`src/hw/rtl/ptrs_pkg.sv`:
```
// ----------------------------------------------------------------------------
// ptrs_pkg: shared types and constants of the periodic task release scheduler
// Table size, action, status and task mode codes, controller state and the
// command/status bundles between controller and datapath.
// ----------------------------------------------------------------------------
package ptrs_pkg;

  localparam int MAX_TASKS = 8;
  localparam int IDX_W     = (MAX_TASKS > 1) ? $clog2(MAX_TASKS) : 1;
  localparam int CNT_W     = $clog2(MAX_TASKS + 1);

  typedef enum logic [2:0] {
    ACT_ADD      = 3'd0,
    ACT_TICK     = 3'd1,
    ACT_DISPATCH = 3'd2,
    ACT_COMPLETE = 3'd3,
    ACT_READ     = 3'd4
  } action_e;

  typedef enum logic [2:0] {
    ST_OK         = 3'd0,
    ST_FULL       = 3'd1,
    ST_NONE_READY = 3'd2,
    ST_BAD_SLOT   = 3'd3,
    ST_STOPPED    = 3'd4
  } status_e;

  typedef enum logic [1:0] {
    MODE_READY     = 2'd0,
    MODE_EXECUTING = 2'd1,
    MODE_BLOCKING  = 2'd2
  } mode_e;

  typedef enum logic [1:0] {
    S_IDLE,
    S_SCAN,
    S_APPLY
  } state_e;

  typedef struct packed {
    logic latch;      // capture the input transfer
    logic scan_step;  // visit one table entry
    logic apply;      // final update and result load
  } ctrl_cmd_t;

  typedef struct packed {
    logic need_scan;  // incoming action walks the table
    logic scan_last;  // current entry is the last one
  } dpath_stat_t;

endpackage

```
`src/hw/rtl/ptrs_ctrl.sv`:
```
// ----------------------------------------------------------------------------
// ptrs_ctrl: scheduler sequencer
// Accepts one item at a time, walks the table for an enabled tick and for a
// dispatch, and loads the output register once it is free.
// ----------------------------------------------------------------------------
module ptrs_ctrl (
  input  logic                   clk_i,
  input  logic                   rst_ni,
  input  logic                   in_valid_i,
  output logic                   in_stall_o,
  output logic                   out_valid_o,
  input  logic                   out_stall_i,
  input  ptrs_pkg::dpath_stat_t  stat_i,
  output ptrs_pkg::ctrl_cmd_t    cmd_o
);
  import ptrs_pkg::*;

  state_e state_q, state_d;
  logic   out_valid_q, out_valid_d;
  logic   out_free;
  logic   accept;

  assign in_stall_o  = (state_q != S_IDLE);
  assign out_valid_o = out_valid_q;
  assign accept      = in_valid_i && (state_q == S_IDLE);
  assign out_free    = !out_valid_q || !out_stall_i;

  always_comb begin
    state_d = state_q;
    unique case (state_q)
      S_IDLE: begin
        if (accept) begin
          state_d = stat_i.need_scan ? S_SCAN : S_APPLY;
        end
      end
      S_SCAN: begin
        if (stat_i.scan_last) begin
          state_d = S_APPLY;
        end
      end
      S_APPLY: begin
        if (out_free) begin
          state_d = S_IDLE;
        end
      end
      default: state_d = S_IDLE;
    endcase
  end

  always_comb begin
    cmd_o = '0;
    unique case (state_q)
      S_IDLE:  cmd_o.latch     = accept;
      S_SCAN:  cmd_o.scan_step = 1'b1;
      S_APPLY: cmd_o.apply     = out_free;
      default: cmd_o           = '0;
    endcase
  end

  // hold the result while the receiver stalls
  assign out_valid_d = cmd_o.apply || (out_valid_q && out_stall_i);

  always_ff @(posedge clk_i or negedge rst_ni) begin
    if (!rst_ni) begin
      state_q     <= S_IDLE;
      out_valid_q <= 1'b0;
    end else begin
      state_q     <= state_d;
      out_valid_q <= out_valid_d;
    end
  end

  a_apply_when_free: assert property (@(posedge clk_i) disable iff (!rst_ni)
    cmd_o.apply |-> (!out_valid_q || !out_stall_i))
    else $error("result loaded over a pending transfer");

  a_apply_shows: assert property (@(posedge clk_i) disable iff (!rst_ni)
    cmd_o.apply |=> out_valid_q)
    else $error("loaded result not presented");

  a_scan_ends: assert property (@(posedge clk_i) disable iff (!rst_ni)
    (cmd_o.scan_step && stat_i.scan_last) |=> (state_q == S_APPLY))
    else $error("scan did not end in apply");

  a_accept_busy: assert property (@(posedge clk_i) disable iff (!rst_ni)
    cmd_o.latch |=> in_stall_o)
    else $error("second item taken while busy");

endmodule

```
`src/hw/rtl/ptrs_dpath.sv`:
```
// ----------------------------------------------------------------------------
// ptrs_dpath: scheduler datapath
// Task table with one read port, tick counter, fill count, scan index and
// best-candidate registers, and the output payload register.
// ----------------------------------------------------------------------------
module ptrs_dpath (
  input  logic                   clk_i,
  input  logic                   rst_ni,
  input  logic                   cfg_we_i,
  input  logic                   cfg_wdata_i,
  input  logic [2:0]             action_i,
  input  logic [7:0]             task_id_i,
  input  logic [7:0]             period_i,
  input  logic [7:0]             priority_req_i,
  input  logic [2:0]             slot_i,
  input  ptrs_pkg::ctrl_cmd_t    cmd_i,
  output ptrs_pkg::dpath_stat_t  stat_o,
  output logic [2:0]             status_o,
  output logic [2:0]             result_slot_o,
  output logic [7:0]             result_id_o,
  output logic [15:0]            missed_count_o,
  output logic [1:0]             task_status_o
);
  import ptrs_pkg::*;

  // table
  logic        ent_valid_q  [MAX_TASKS];
  logic [7:0]  ent_ident_q  [MAX_TASKS];
  logic [7:0]  ent_period_q [MAX_TASKS];
  logic [7:0]  ent_rank_q   [MAX_TASKS];
  logic [7:0]  ent_expiry_q [MAX_TASKS];
  mode_e       ent_mode_q   [MAX_TASKS];
  logic [15:0] ent_missed_q [MAX_TASKS];

  logic             tick_en_q;
  logic [7:0]       tick_q;
  logic [CNT_W-1:0] total_q;

  // captured item
  action_e     act_q;
  logic [7:0]  id_q;
  logic [7:0]  period_q;
  logic [7:0]  prio_q;
  logic [2:0]  slot_q;

  // scan
  logic [IDX_W-1:0] idx_q;
  logic [IDX_W-1:0] best_q;
  logic [7:0]       best_rank_q;
  logic             found_q;

  // result
  status_e     res_status_q, res_status_d;
  logic [2:0]  res_slot_q, res_slot_d;
  logic [7:0]  res_id_q, res_id_d;
  logic [15:0] res_missed_q, res_missed_d;
  mode_e       res_mode_q, res_mode_d;

  logic [IDX_W-1:0] fill_idx;
  logic [IDX_W-1:0] slot_idx;
  logic [IDX_W-1:0] rd_idx;
  logic             full;
  logic             slot_ok;
  logic             hit;
  logic             better;
  logic             rd_valid;
  logic [7:0]       rd_ident;
  logic [7:0]       rd_period;
  logic [7:0]       rd_rank;
  logic [7:0]       rd_expiry;
  mode_e            rd_mode;
  logic [15:0]      rd_missed;

  assign full     = (total_q == CNT_W'(MAX_TASKS));
  assign fill_idx = IDX_W'(total_q);
  assign slot_idx = IDX_W'(slot_q);
  assign rd_idx   = cmd_i.scan_step ? idx_q :
                    (act_q == ACT_DISPATCH) ? best_q : slot_idx;

  assign rd_valid  = ent_valid_q[rd_idx];
  assign rd_ident  = ent_ident_q[rd_idx];
  assign rd_period = ent_period_q[rd_idx];
  assign rd_rank   = ent_rank_q[rd_idx];
  assign rd_expiry = ent_expiry_q[rd_idx];
  assign rd_mode   = ent_mode_q[rd_idx];
  assign rd_missed = ent_missed_q[rd_idx];

  assign slot_ok = (32'(slot_q) < MAX_TASKS) && rd_valid;
  assign hit     = rd_valid && (rd_expiry == tick_q);
  assign better  = rd_valid && (rd_mode == MODE_READY) &&
                   (!found_q || (rd_rank < best_rank_q));

  assign stat_o.need_scan = ((action_i == ACT_TICK) && tick_en_q) ||
                            (action_i == ACT_DISPATCH);
  assign stat_o.scan_last = (idx_q == IDX_W'(MAX_TASKS - 1));

  always_comb begin
    res_status_d = ST_OK;
    res_slot_d   = '0;
    res_id_d     = '0;
    res_missed_d = '0;
    res_mode_d   = MODE_READY;
    unique case (act_q) inside
      ACT_ADD: begin
        if (full) begin
          res_status_d = ST_FULL;
        end else begin
          res_slot_d = 3'(fill_idx);
          res_id_d   = id_q;
        end
      end
      ACT_TICK: begin
        res_status_d = tick_en_q ? ST_OK : ST_STOPPED;
      end
      ACT_DISPATCH: begin
        if (found_q) begin
          res_slot_d   = 3'(best_q);
          res_id_d     = rd_ident;
          res_missed_d = rd_missed;
          res_mode_d   = MODE_EXECUTING;
        end else begin
          res_status_d = ST_NONE_READY;
        end
      end
      ACT_COMPLETE, ACT_READ: begin
        if (slot_ok) begin
          res_slot_d   = slot_q;
          res_id_d     = rd_ident;
          res_missed_d = rd_missed;
          res_mode_d   = (act_q == ACT_COMPLETE) ? MODE_BLOCKING : rd_mode;
        end else begin
          res_status_d = ST_BAD_SLOT;
        end
      end
      default: begin
        res_status_d = ST_BAD_SLOT;
      end
    endcase
  end

  always_ff @(posedge clk_i or negedge rst_ni) begin
    if (!rst_ni) begin
      tick_en_q <= 1'b0;
      tick_q    <= '0;
      total_q   <= '0;
      for (int i = 0; i < MAX_TASKS; i++) begin
        ent_valid_q[i] <= 1'b0;
      end
    end else begin
      if (cfg_we_i) begin
        tick_en_q <= cfg_wdata_i;
      end
      if (cmd_i.latch && (action_i == ACT_TICK) && tick_en_q) begin
        tick_q <= tick_q + 8'd1;
      end
      if (cmd_i.apply && (act_q == ACT_ADD) && !full) begin
        ent_valid_q[fill_idx] <= 1'b1;
        total_q               <= total_q + CNT_W'(1);
      end
    end
  end

  always_ff @(posedge clk_i) begin
    if (cmd_i.latch) begin
      act_q    <= action_e'(action_i);
      id_q     <= task_id_i;
      period_q <= period_i;
      prio_q   <= priority_req_i;
      slot_q   <= slot_i;
      idx_q    <= '0;
      found_q  <= 1'b0;
    end

    if (cmd_i.scan_step) begin
      idx_q <= idx_q + IDX_W'(1);
      if (act_q == ACT_TICK) begin
        if (hit) begin
          // release a blocked task, otherwise count a missed deadline
          if (rd_mode == MODE_BLOCKING) begin
            ent_expiry_q[idx_q] <= rd_expiry + rd_period;
            ent_mode_q[idx_q]   <= MODE_READY;
          end else if (rd_missed != 16'hFFFF) begin
            ent_missed_q[idx_q] <= rd_missed + 16'd1;
          end
        end
      end else if (better) begin
        best_q      <= idx_q;
        best_rank_q <= rd_rank;
        found_q     <= 1'b1;
      end
    end

    if (cmd_i.apply) begin
      res_status_q <= res_status_d;
      res_slot_q   <= res_slot_d;
      res_id_q     <= res_id_d;
      res_missed_q <= res_missed_d;
      res_mode_q   <= res_mode_d;
      if ((act_q == ACT_ADD) && !full) begin
        ent_ident_q[fill_idx]  <= id_q;
        ent_period_q[fill_idx] <= period_q;
        ent_rank_q[fill_idx]   <= prio_q;
        ent_expiry_q[fill_idx] <= period_q;
        ent_mode_q[fill_idx]   <= MODE_READY;
        ent_missed_q[fill_idx] <= '0;
      end
      if ((act_q == ACT_DISPATCH) && found_q) begin
        ent_mode_q[best_q] <= MODE_EXECUTING;
      end
      if ((act_q == ACT_COMPLETE) && slot_ok) begin
        ent_mode_q[slot_idx] <= MODE_BLOCKING;
      end
    end
  end

  assign status_o       = res_status_q;
  assign result_slot_o  = res_slot_q;
  assign result_id_o    = res_id_q;
  assign missed_count_o = res_missed_q;
  assign task_status_o  = res_mode_q;

endmodule

```
`src/hw/rtl/periodic_task_release_scheduler_top.sv`:
```
// ----------------------------------------------------------------------------
// periodic_task_release_scheduler_top: fixed-priority periodic task scheduler
// Table of periodic tasks with add, tick, dispatch, complete and read actions.
// ----------------------------------------------------------------------------
// Usage:
//   Input channel (in_valid_i / in_stall_o) carries one action with its
//   operands; output channel (out_valid_o / out_stall_i) returns exactly one
//   result per action. A transfer happens at a clock edge with valid high and
//   stall low.
//   Add, complete, read, a stopped tick and an unknown action go from capture
//   to the final step that loads the result; an enabled tick or a dispatch
//   walks the table one entry per cycle through the single read port. One item
//   is in work at a time, so the input accepts again in the cycle after the
//   result is loaded. The result sits in an output register; a stalled
//   receiver holds it there and the final step of the next item waits until
//   it has been taken. Reset empties the table, clears the tick counter and
//   stops ticks. cfg_we_i / cfg_wdata_i write tick_enable; the user must do
//   so only while the block is idle, which the block does not enforce.
// ----------------------------------------------------------------------------
module periodic_task_release_scheduler_top (
  input  logic        clk_i,
  input  logic        rst_ni,
  input  logic        cfg_we_i,
  input  logic        cfg_wdata_i,
  input  logic        in_valid_i,
  output logic        in_stall_o,
  input  logic [2:0]  action_i,
  input  logic [7:0]  task_id_i,
  input  logic [7:0]  period_i,
  input  logic [7:0]  priority_req_i,
  input  logic [2:0]  slot_i,
  output logic        out_valid_o,
  input  logic        out_stall_i,
  output logic [2:0]  status_o,
  output logic [2:0]  result_slot_o,
  output logic [7:0]  result_id_o,
  output logic [15:0] missed_count_o,
  output logic [1:0]  task_status_o
);
  import ptrs_pkg::*;

  ctrl_cmd_t   cmd;
  dpath_stat_t stat;

  ptrs_ctrl u_ctrl (
    .clk_i       (clk_i),
    .rst_ni      (rst_ni),
    .in_valid_i  (in_valid_i),
    .in_stall_o  (in_stall_o),
    .out_valid_o (out_valid_o),
    .out_stall_i (out_stall_i),
    .stat_i      (stat),
    .cmd_o       (cmd)
  );

  ptrs_dpath u_dpath (
    .clk_i          (clk_i),
    .rst_ni         (rst_ni),
    .cfg_we_i       (cfg_we_i),
    .cfg_wdata_i    (cfg_wdata_i),
    .action_i       (action_i),
    .task_id_i      (task_id_i),
    .period_i       (period_i),
    .priority_req_i (priority_req_i),
    .slot_i         (slot_i),
    .cmd_i          (cmd),
    .stat_o         (stat),
    .status_o       (status_o),
    .result_slot_o  (result_slot_o),
    .result_id_o    (result_id_o),
    .missed_count_o (missed_count_o),
    .task_status_o  (task_status_o)
  );

endmodule

```
`config.mk`:
```
export PLATFORM = sky130hd
export DESIGN_NAME = periodic_task_release_scheduler_top
export DESIGN_NICKNAME = d
export VERILOG_FILES = /design/src/hw/rtl/ptrs_pkg.sv /design/src/hw/rtl/ptrs_ctrl.sv /design/src/hw/rtl/ptrs_dpath.sv /design/src/hw/rtl/periodic_task_release_scheduler_top.sv
export SDC_FILE = /design/constraint.sdc
export NUM_CORES = 1
export LEC_CHECK = 0
export BUFFER_PORTS_ARGS = -buffer_cell sky130_fd_sc_hd__buf_2
export CAP_MARGIN = 30
export CORE_UTILIZATION = 56
export DETAILED_ROUTE_END_ITERATION = 12
export MAX_ROUTING_LAYER = met4
export PLACE_DENSITY = 0.82
export SLEW_MARGIN = 20
export SYNTH_ARGS = -nofsm -noshare
export SYNTH_HDL_FRONTEND = slang
export SYNTH_SLANG_ARGS = --single-unit
```
`constraint.sdc`:
```
create_clock -name clk_i -period 5.1 [get_ports clk_i]
set_input_delay 1.02 -clock clk_i [delete_from_list [all_inputs] [get_ports clk_i]]
set_output_delay 1.02 -clock clk_i [all_outputs]
set_load 0.03 [all_outputs]
```
==> results.sh, run 1 <==
export IMPL_status="finished clean"
export IMPL_max_clock_path_buffers=3
export IMPL_drive_above_1_share_pct=14.1
export IMPL_core_area_um2=37800
export IMPL_p_seq_share_pct=40.6
export IMPL_gp_congestion=0.871
export IMPL_cp_startpoint="u_dpath.act_q[2]"
export IMPL_hold_ws_ns=0.437
export IMPL_cts_setup_buffers=0
export IMPL_timing_rr_start="u_dpath.act_q[2]"
export IMPL_syn_to_final_growth_pct=13.1
export IMPL_clockPowerShare_pct=23.8
export IMPL_viasPerCell=6.28
export IMPL_drtPass1Iterations=6
export IMPL_slew_viol_final=0
export IMPL_grt_pass1_vias=14300
export IMPL_fin_cells=2337
export IMPL_synth_seq_area_share_pct=69.4
export IMPL_synth_edf_count=476
export IMPL_critPathLaunchType="flip-flop"
export IMPL_cts_buffers=49
export IMPL_synth_top_area_share_pct=66.5
export IMPL_worstSetupEndpointType="flip-flop"
export IMPL_crit_arrival_ns=5.11
export IMPL_drc=0
export IMPL_ys_warn_count=0
export IMPL_cts_root_buf="clkbuf_16"
export IMPL_post_place_ws_ns=0.245
export IMPL_relSlewSlack_pct=34.1
export IMPL_num_vias=14700
export IMPL_clock_skew_ns=0.0367
export IMPL_synth_nets=1760
export IMPL_finalSetupViolations=0
export IMPL_critPathMaxFanout=25
export IMPL_grt_total_usage_pct=27.5
export IMPL_hold_viol=0
export IMPL_tightestPinTransition_ns=0.980
export IMPL_syn_area_per_cell_um2=12.6
export IMPL_fp_dieH_um=198
export IMPL_rsz0062_at_grt="false"
export IMPL_synthTopCellsByArea="edfxtp_1 (66%), nand2_1 (6.5%), nand3_1 (3.0%)"
export IMPL_async_reset_ff_share_pct=4.79
export IMPL_p_leak_nw=8.84
export IMPL_netlist_instances=1703
export IMPL_netlist_area_um2=21500
export IMPL_die_area_um2=39200
export IMPL_h_tree_depth=2
export IMPL_period_minus_slack_ns=4.93
export IMPL_pin_count=70
export IMPL_hold_class="input port to async pin"
export IMPL_num_rows=71
export IMPL_worst_slack_ns=0.172
export IMPL_nets=1841
export IMPL_wire_per_inst_um=22.1
export IMPL_finalPower_mw=14.7
export IMPL_clock_latency_ns=0.59
export IMPL_die_x_um=198
export IMPL_tns_ns=0
export IMPL_synth_top_area_cell="edfxtp_1"
export IMPL_synth_seq_cells=501
export IMPL_clk_pin_slew_ns=0.06
export IMPL_p_int_mw=9.31
export IMPL_synth_ff_type="edfxtp_1"
export IMPL_cts_sinks=501
export IMPL_grt_pass1_wl_um=79100
export IMPL_p_sw_share_pct=36.5
export IMPL_p_comb_share_pct=35.7
export IMPL_criticalPathCategory="flip-flop to flip-flop"
export IMPL_grt_max_degree=54
export IMPL_tritoncts="yes"
export IMPL_hpwlAfterDp_um=31800
export IMPL_switching_power_mw=5.35
export IMPL_placed_cells_incl_taps=2243
export IMPL_port_buffers=69
export IMPL_fmaxAchievable_ghz=0.203
export IMPL_initial_core_util_pct=56.9
export IMPL_power_density_nw_per_um2=603
export IMPL_ant_nets=0
export IMPL_wl_um=51500
export IMPL_synth_cell_types=71
export IMPL_antenna_found_initial=2
export IMPL_drt_iter0_markers=1589
export IMPL_fin_crit_sh_pct=96.6
export IMPL_vdd_drop_max_uv=365
export IMPL_reg2regPathDepth=12
export IMPL_crit_required_ns=5.28
export IMPL_drv_cap=0
export IMPL_grt_overflow=0
[placed cells by master, fill, tap and decap left out, types with 12 or more instances in the layout]
cell	instances
a211oi_1	12
a21oi_1	56
a31oi_1	20
and3_1	27
buf_2	69
buf_4	69
clkbuf_1	14
clkbuf_16	50
dfrtp_1	24
edfxtp_1	476
ha_1	20
inv_1	34
mux2i_1	39
nand2_1	370
nand3_1	131
nor2_1	73
nor3_1	15
o2111ai_1	36
o211ai_1	31
o21ai_0	20
xnor2_1	21
xor2_1	14
[state kept, by name, indices dropped and copies added, names as in the netlist, 8 cells and up]
register,count
u_dpath.ent_mode_q,16
u_dpath.tick_q,8
u_dpath.ent_expiry_q,64
u_dpath.ent_ident_q,64
u_dpath.result_id_o,8
u_dpath.ent_valid_q,8
u_dpath.period_q,8
u_dpath.best_rank_q,8
u_dpath.ent_missed_q,128
u_dpath.prio_q,8
u_dpath.missed_count_o,16
u_dpath.id_q,8
u_dpath.ent_period_q,64
u_dpath.ent_rank_q,64
[power groups by stage]
stage / clock [mW] / sequential [mW] / combinational [mW]
3_5_place_dp: 0 / 6.02 / 5.08
3_3_place_gp: 0 / 6.00 / 4.89
5_1_grt: 3.67 / 5.98 / 5.68
2_1_floorplan: 0 / 6.07 / 3.37
6_report: 3.49 / 5.94 / 5.23
4_1_cts: 3.52 / 5.94 / 5.14
[worst paths after layout]
check                                             end  slack [ns]
min                                 u_dpath.tick_q[5]        0.44
max                        u_dpath.ent_missed_q[1][4]        0.17
max reg2reg                u_dpath.ent_missed_q[1][4]        0.17
min reg2reg                    u_dpath.ent_valid_q[5]        0.47
max in group asynchronous           u_dpath.tick_q[7]        4.25
min in group clk_i             u_dpath.ent_valid_q[5]        0.47
[per-layer routing]
layer	vias up	part of all wire (%)	global-route usage (%)
met4	0	3.2	11.4
met1	7104	38	35.0
met5	-	0	-
li1	6497	-	-
met2	927	49	43.8
met3	150	10	4.80
[stage by stage]
| step | utilization (%) | instance area [µm²] |
|---|---|---|
| 6_report | 64.4 | 24300 |
| 5_1_grt | 64.4 | 24300 |
| 4_1_cts | 64.3 | 24300 |
| 3_5_place_dp | 60.2 | 22700 |
| 3_3_place_gp | 60.2 | 22700 |
| 2_1_floorplan | - | 21500 |
[synth_stat cells, types with 12 or more instances]
| cell | number |
|---|---|
| ha_1 | 20 |
| a31oi_1 | 21 |
| nor3_1 | 17 |
| buf_2 | 13 |
| mux2i_1 | 39 |
| inv_1 | 34 |
| nand2_1 | 371 |
| o211ai_1 | 31 |
| xor2_1 | 14 |
| nor2_1 | 82 |
| nand3_1 | 131 |
| a21oi_1 | 58 |
| edfxtp_1 | 476 |
| xnor2_1 | 21 |
| o2111ai_1 | 36 |
| and3_1 | 27 |
| buf_1 | 17 |
| o21ai_0 | 20 |
| dfrtp_1 | 24 |
| a211oi_1 | 12 |
| clkbuf_1 | 78 |
[cell type report]
type                            instances  area [µm²]
Antenna cell                            2        5.00
Clock buffer                           70        1390
Clock inverter                         21         186
Fill cell                            2635       13400
Inverter                               35         131
Multi-Input combinational cell       1054        6090
Sequential cell                       501       14900
Tap cell                              511         639
Timing Repair Buffer                  143         971
[repair_timing]
action	CTS	global route
endpoints found under the hold margin	0	0
gates resized for setup	0	3
hold buffers	0	0
endpoints found under the setup margin	0	46
[kinds of logic (layout without fill, tap and decap cells)]
| logic type | after synthesis | count (layout) | synth area share [%] |
|---|---|---|---|
| muxes | 47 | 47 | 2.23 |
| DFF | 501 | 501 | 69.4 |
| AOI/OAI and AO/OA | 262 | 262 | 8.79 |
| xor gates and xnor gates | 35 | 35 | 1.43 |
| and+or+nand+nor | 689 | 689 | 14.1 |
| other | 0 | 2 | 0 |
| buffers and inverters | 148 | 269 | 2.79 |
| adders and majority gates | 21 | 21 | 1.26 |
[worst max-delay path, stage by stage (launching register included)]
cell	delay, ns
edfxtp_1	0.53
or3b_1	0.44
and3_1	0.21
or3_4	0.54
buf_12	0.24
mux2i_1	0.13
mux2_2	0.33
nor3_1	0.37
or3b_1	0.51
nor4_1	0.44
buf_4	0.20
nor3_2	0.06
o21ba_1	0.49
Note: power is estimated with default switching activity, not from simulation.
==> run 2, diff against run 1 <==
--- a/config.mk
+++ b/config.mk
@@ -10,7 +10,7 @@
 export CORE_UTILIZATION = 56
 export DETAILED_ROUTE_END_ITERATION = 12
 export MAX_ROUTING_LAYER = met4
-export PLACE_DENSITY = 0.82
+export PLACE_DENSITY = 0.79
 export SLEW_MARGIN = 20
 export SYNTH_ARGS = -nofsm -noshare
 export SYNTH_HDL_FRONTEND = slang
==> constraint.sdc (replaced) <==
create_clock -name clk_i -period 4.9 [get_ports clk_i]
set_input_delay 0.98 -clock clk_i [delete_from_list [all_inputs] [get_ports clk_i]]
set_output_delay 0.98 -clock clk_i [all_outputs]
set_load 0.03 [all_outputs]
==> run 2 against run 1 <==
Critical path depth decreased by 1. Combinational power increased by 4.2%. Critical path type unchanged. Routed wire length decreased by 0.60%. Clock skew decreased by 0.011 ns.
==> results.sh, run 2 (synthesis results as in run 1) <==
export IMPL_status="finished clean"
export IMPL_p_sw_share_pct=36.1
export IMPL_die_area_um2=39200
export IMPL_cp_depth=11
export IMPL_h_tree_depth=2
export IMPL_ant_nets=0
export IMPL_tritoncts="yes"
export IMPL_critPathMaxFanout=16
export IMPL_p_int_mw=9.84
export IMPL_layout_commonest_cell="edfxtp_1"
export IMPL_fmaxAchievable_ghz=0.212
export IMPL_antenna_found_initial=0
export IMPL_r2r_end="u_dpath.ent_missed_q[5][1]"
export IMPL_criticalPathCategory="flip-flop to flip-flop"
export IMPL_regArea_um2=14900
export IMPL_cts_sinks=501
export IMPL_viasPerCell=6.25
export IMPL_wl_met3_um=5200
export IMPL_largest_reg_flops=128
export IMPL_core_area_um2=37800
export IMPL_clock_skew_ns=0.0254
export IMPL_relSlewSlack_pct=42.9
export IMPL_grt_total_usage_pct=27.5
export IMPL_num_vias=14600
export IMPL_crit_required_ns=5.15
export IMPL_cpPeakStageDelay_ns=0.73
export IMPL_grt_pass1_wl_um=79200
export IMPL_final_util_pct=64.5
export IMPL_cp_common_cell="mux2i_1"
export IMPL_cp_startpoint="u_dpath.act_q[2]"
export IMPL_fin_crit_sh_pct=96.4
export IMPL_cts_setup_buffers=0
export IMPL_antenna_cells=0
export IMPL_clock_latency_ns=0.59
export IMPL_p_comb_share_pct=35.4
export IMPL_cp_cell_sequence="or3b_1 -> and3_1 -> or3_2 -> mux2i_1 -> mux2i_1 -> xnor2_1 -> nand4_1 -> or4_1 -> o31a_1 -> nor2_1 -> buf_4"
export IMPL_tightestPinTransition_ns=0.849
export IMPL_cts_buffers=48
export IMPL_fillCellCount=2643
export IMPL_power_density_nw_per_um2=632
export IMPL_fp_dieH_um=198
export IMPL_pin_count=70
export IMPL_endpoint="u_dpath.ent_missed_q[5][1]"
export IMPL_max_clock_path_buffers=3
export IMPL_r2r_setup_slack_ns=0.18
export IMPL_initial_core_util_pct=56.9
export IMPL_finalPower_mw=15.4
export IMPL_regMostFlops="u_dpath.ent_missed_q"
export IMPL_nets=1840
export IMPL_stdcell_area_um2=24400
export IMPL_hold_viol=0
export IMPL_wire_per_inst_um=22.0
export IMPL_crit_family="simple AND/OR/NAND/NOR gates"
export IMPL_period_minus_slack_ns=4.72
export IMPL_critPathLaunchType="flip-flop"
export IMPL_multi_input_area_um2=6100
export IMPL_p_leak_nw=8.89
export IMPL_placed_area_um2=22700
export IMPL_wl_met2_um=24700
export IMPL_drt_iter0_markers=1632
export IMPL_hpwlAfterDp_um=30900
export IMPL_wl_met1_um=19600
export IMPL_layout_common_cells="edfxtp_1 (476), nand2_1 (370), nand3_1 (131), nor2_1 (73), buf_2 (69)"
export IMPL_drc=0
export IMPL_top_layer="met4"
export IMPL_wl_um=51200
export IMPL_gp_congestion=0.911
export IMPL_clockPowerShare_pct=24.5
export IMPL_finalSetupViolations=0
export IMPL_worst_path_buf_inv=1
export IMPL_rsz0062_at_grt="false"
export IMPL_grt_overflow=0
export IMPL_cts_root_buf="clkbuf_16"
export IMPL_grt_max_degree=77
export IMPL_drive_above_1_share_pct=13.8
export IMPL_slew_viol_final=0
export IMPL_switching_power_mw=5.57
export IMPL_drtPass1Iterations=5
export IMPL_port_buffers=69
export IMPL_crit_arrival_ns=4.97
export IMPL_reg2regPathDepth=11
export IMPL_p_seq_share_pct=40.1
export IMPL_num_rows=71
export IMPL_cp_slowest_cell="or3_2"
export IMPL_grt_pass1_vias=14200
export IMPL_vdd_drop_max_uv=437
export IMPL_syn_to_final_growth_pct=13.3
export IMPL_clk_pin_slew_ns=0.06
export IMPL_timing_rr_start="u_dpath.act_q[2]"
export IMPL_worstSetupEndpointType="flip-flop"
export IMPL_tns_ns=0
export IMPL_drv_cap=0
export IMPL_hold_class="input port to async pin"
export IMPL_die_x_um=198
-- run 2: cell count changes in the layout (fill, tap and decap cells not counted), moves of 3 or more --
cell       before  now
clkbuf_1       14   17
buf_4          69   65
clkinv_2        8    5
clkbuf_8        6    2
bufinv_16       1    6
-- run 2: area by class of cell --
cell class	instances	area share [%]
clock buffers	68	5.41
clock inverters	20	1.17
inverters	35	0.539
multi-input cells	1055	25.0
flip-flops and latches	501	61.2
well taps	511	2.62
repair buffers	142	4.01
-- run 2: how the worst min path moves through the flow --
stage / start / to / slack (ns) / cells past startpoint
detailed placement: u_dpath.ent_valid_q[1] / u_dpath.ent_valid_q[1] / 0.46 / 1
global route: rst_ni / u_dpath.tick_q[1] / 0.43 / 1
floorplan: u_dpath.ent_valid_q[3] / u_dpath.ent_valid_q[3] / 0.44 / 1
CTS: rst_ni / u_dpath.tick_q[1] / 0.39 / 1
finish: rst_ni / u_dpath.tick_q[1] / 0.39 / 1
global placement: u_dpath.ent_valid_q[7] / u_dpath.ent_valid_q[7] / 0.45 / 1
-- run 2: metal layers --
layer | vias up | global-route usage (%)
met3 | 153 | 4.68
met2 | 851 | 43.9
li1 | 6477 | -
met5 | - | -
met4 | 0 | 10.3
met1 | 7085 | 35.4
-- run 2: repair_timing --
action                     in CTS  in global routing
hold buffers                    0                  0
gates resized for setup         0                  4
setup endpoints to repair       0                156
hold endpoints to repair        0                  0
-- run 2: stage by stage --
step	setup slack, ns	cells	hold slack [ns]
6_report	0.176	2332	0.386
2_1_floorplan	0.0000684	1703	0.439
5_1_grt	0.0243	2332	0.426
4_1_cts	0.155	2331	0.389
3_5_place_dp	0.230	2243	0.458
3_3_place_gp	0.287	2243	0.454
-- run 2: power by group through the flow --
stage          clock network, mW  logic (mW)  registers, mW
6_report                    3.77        5.45           6.18
5_1_grt                     3.96        5.95           6.21
4_1_cts                     3.79        5.37           6.18
3_5_place_dp                   0        5.32           6.26
3_3_place_gp                   0        5.12           6.25
2_1_floorplan                  0        3.52           6.32
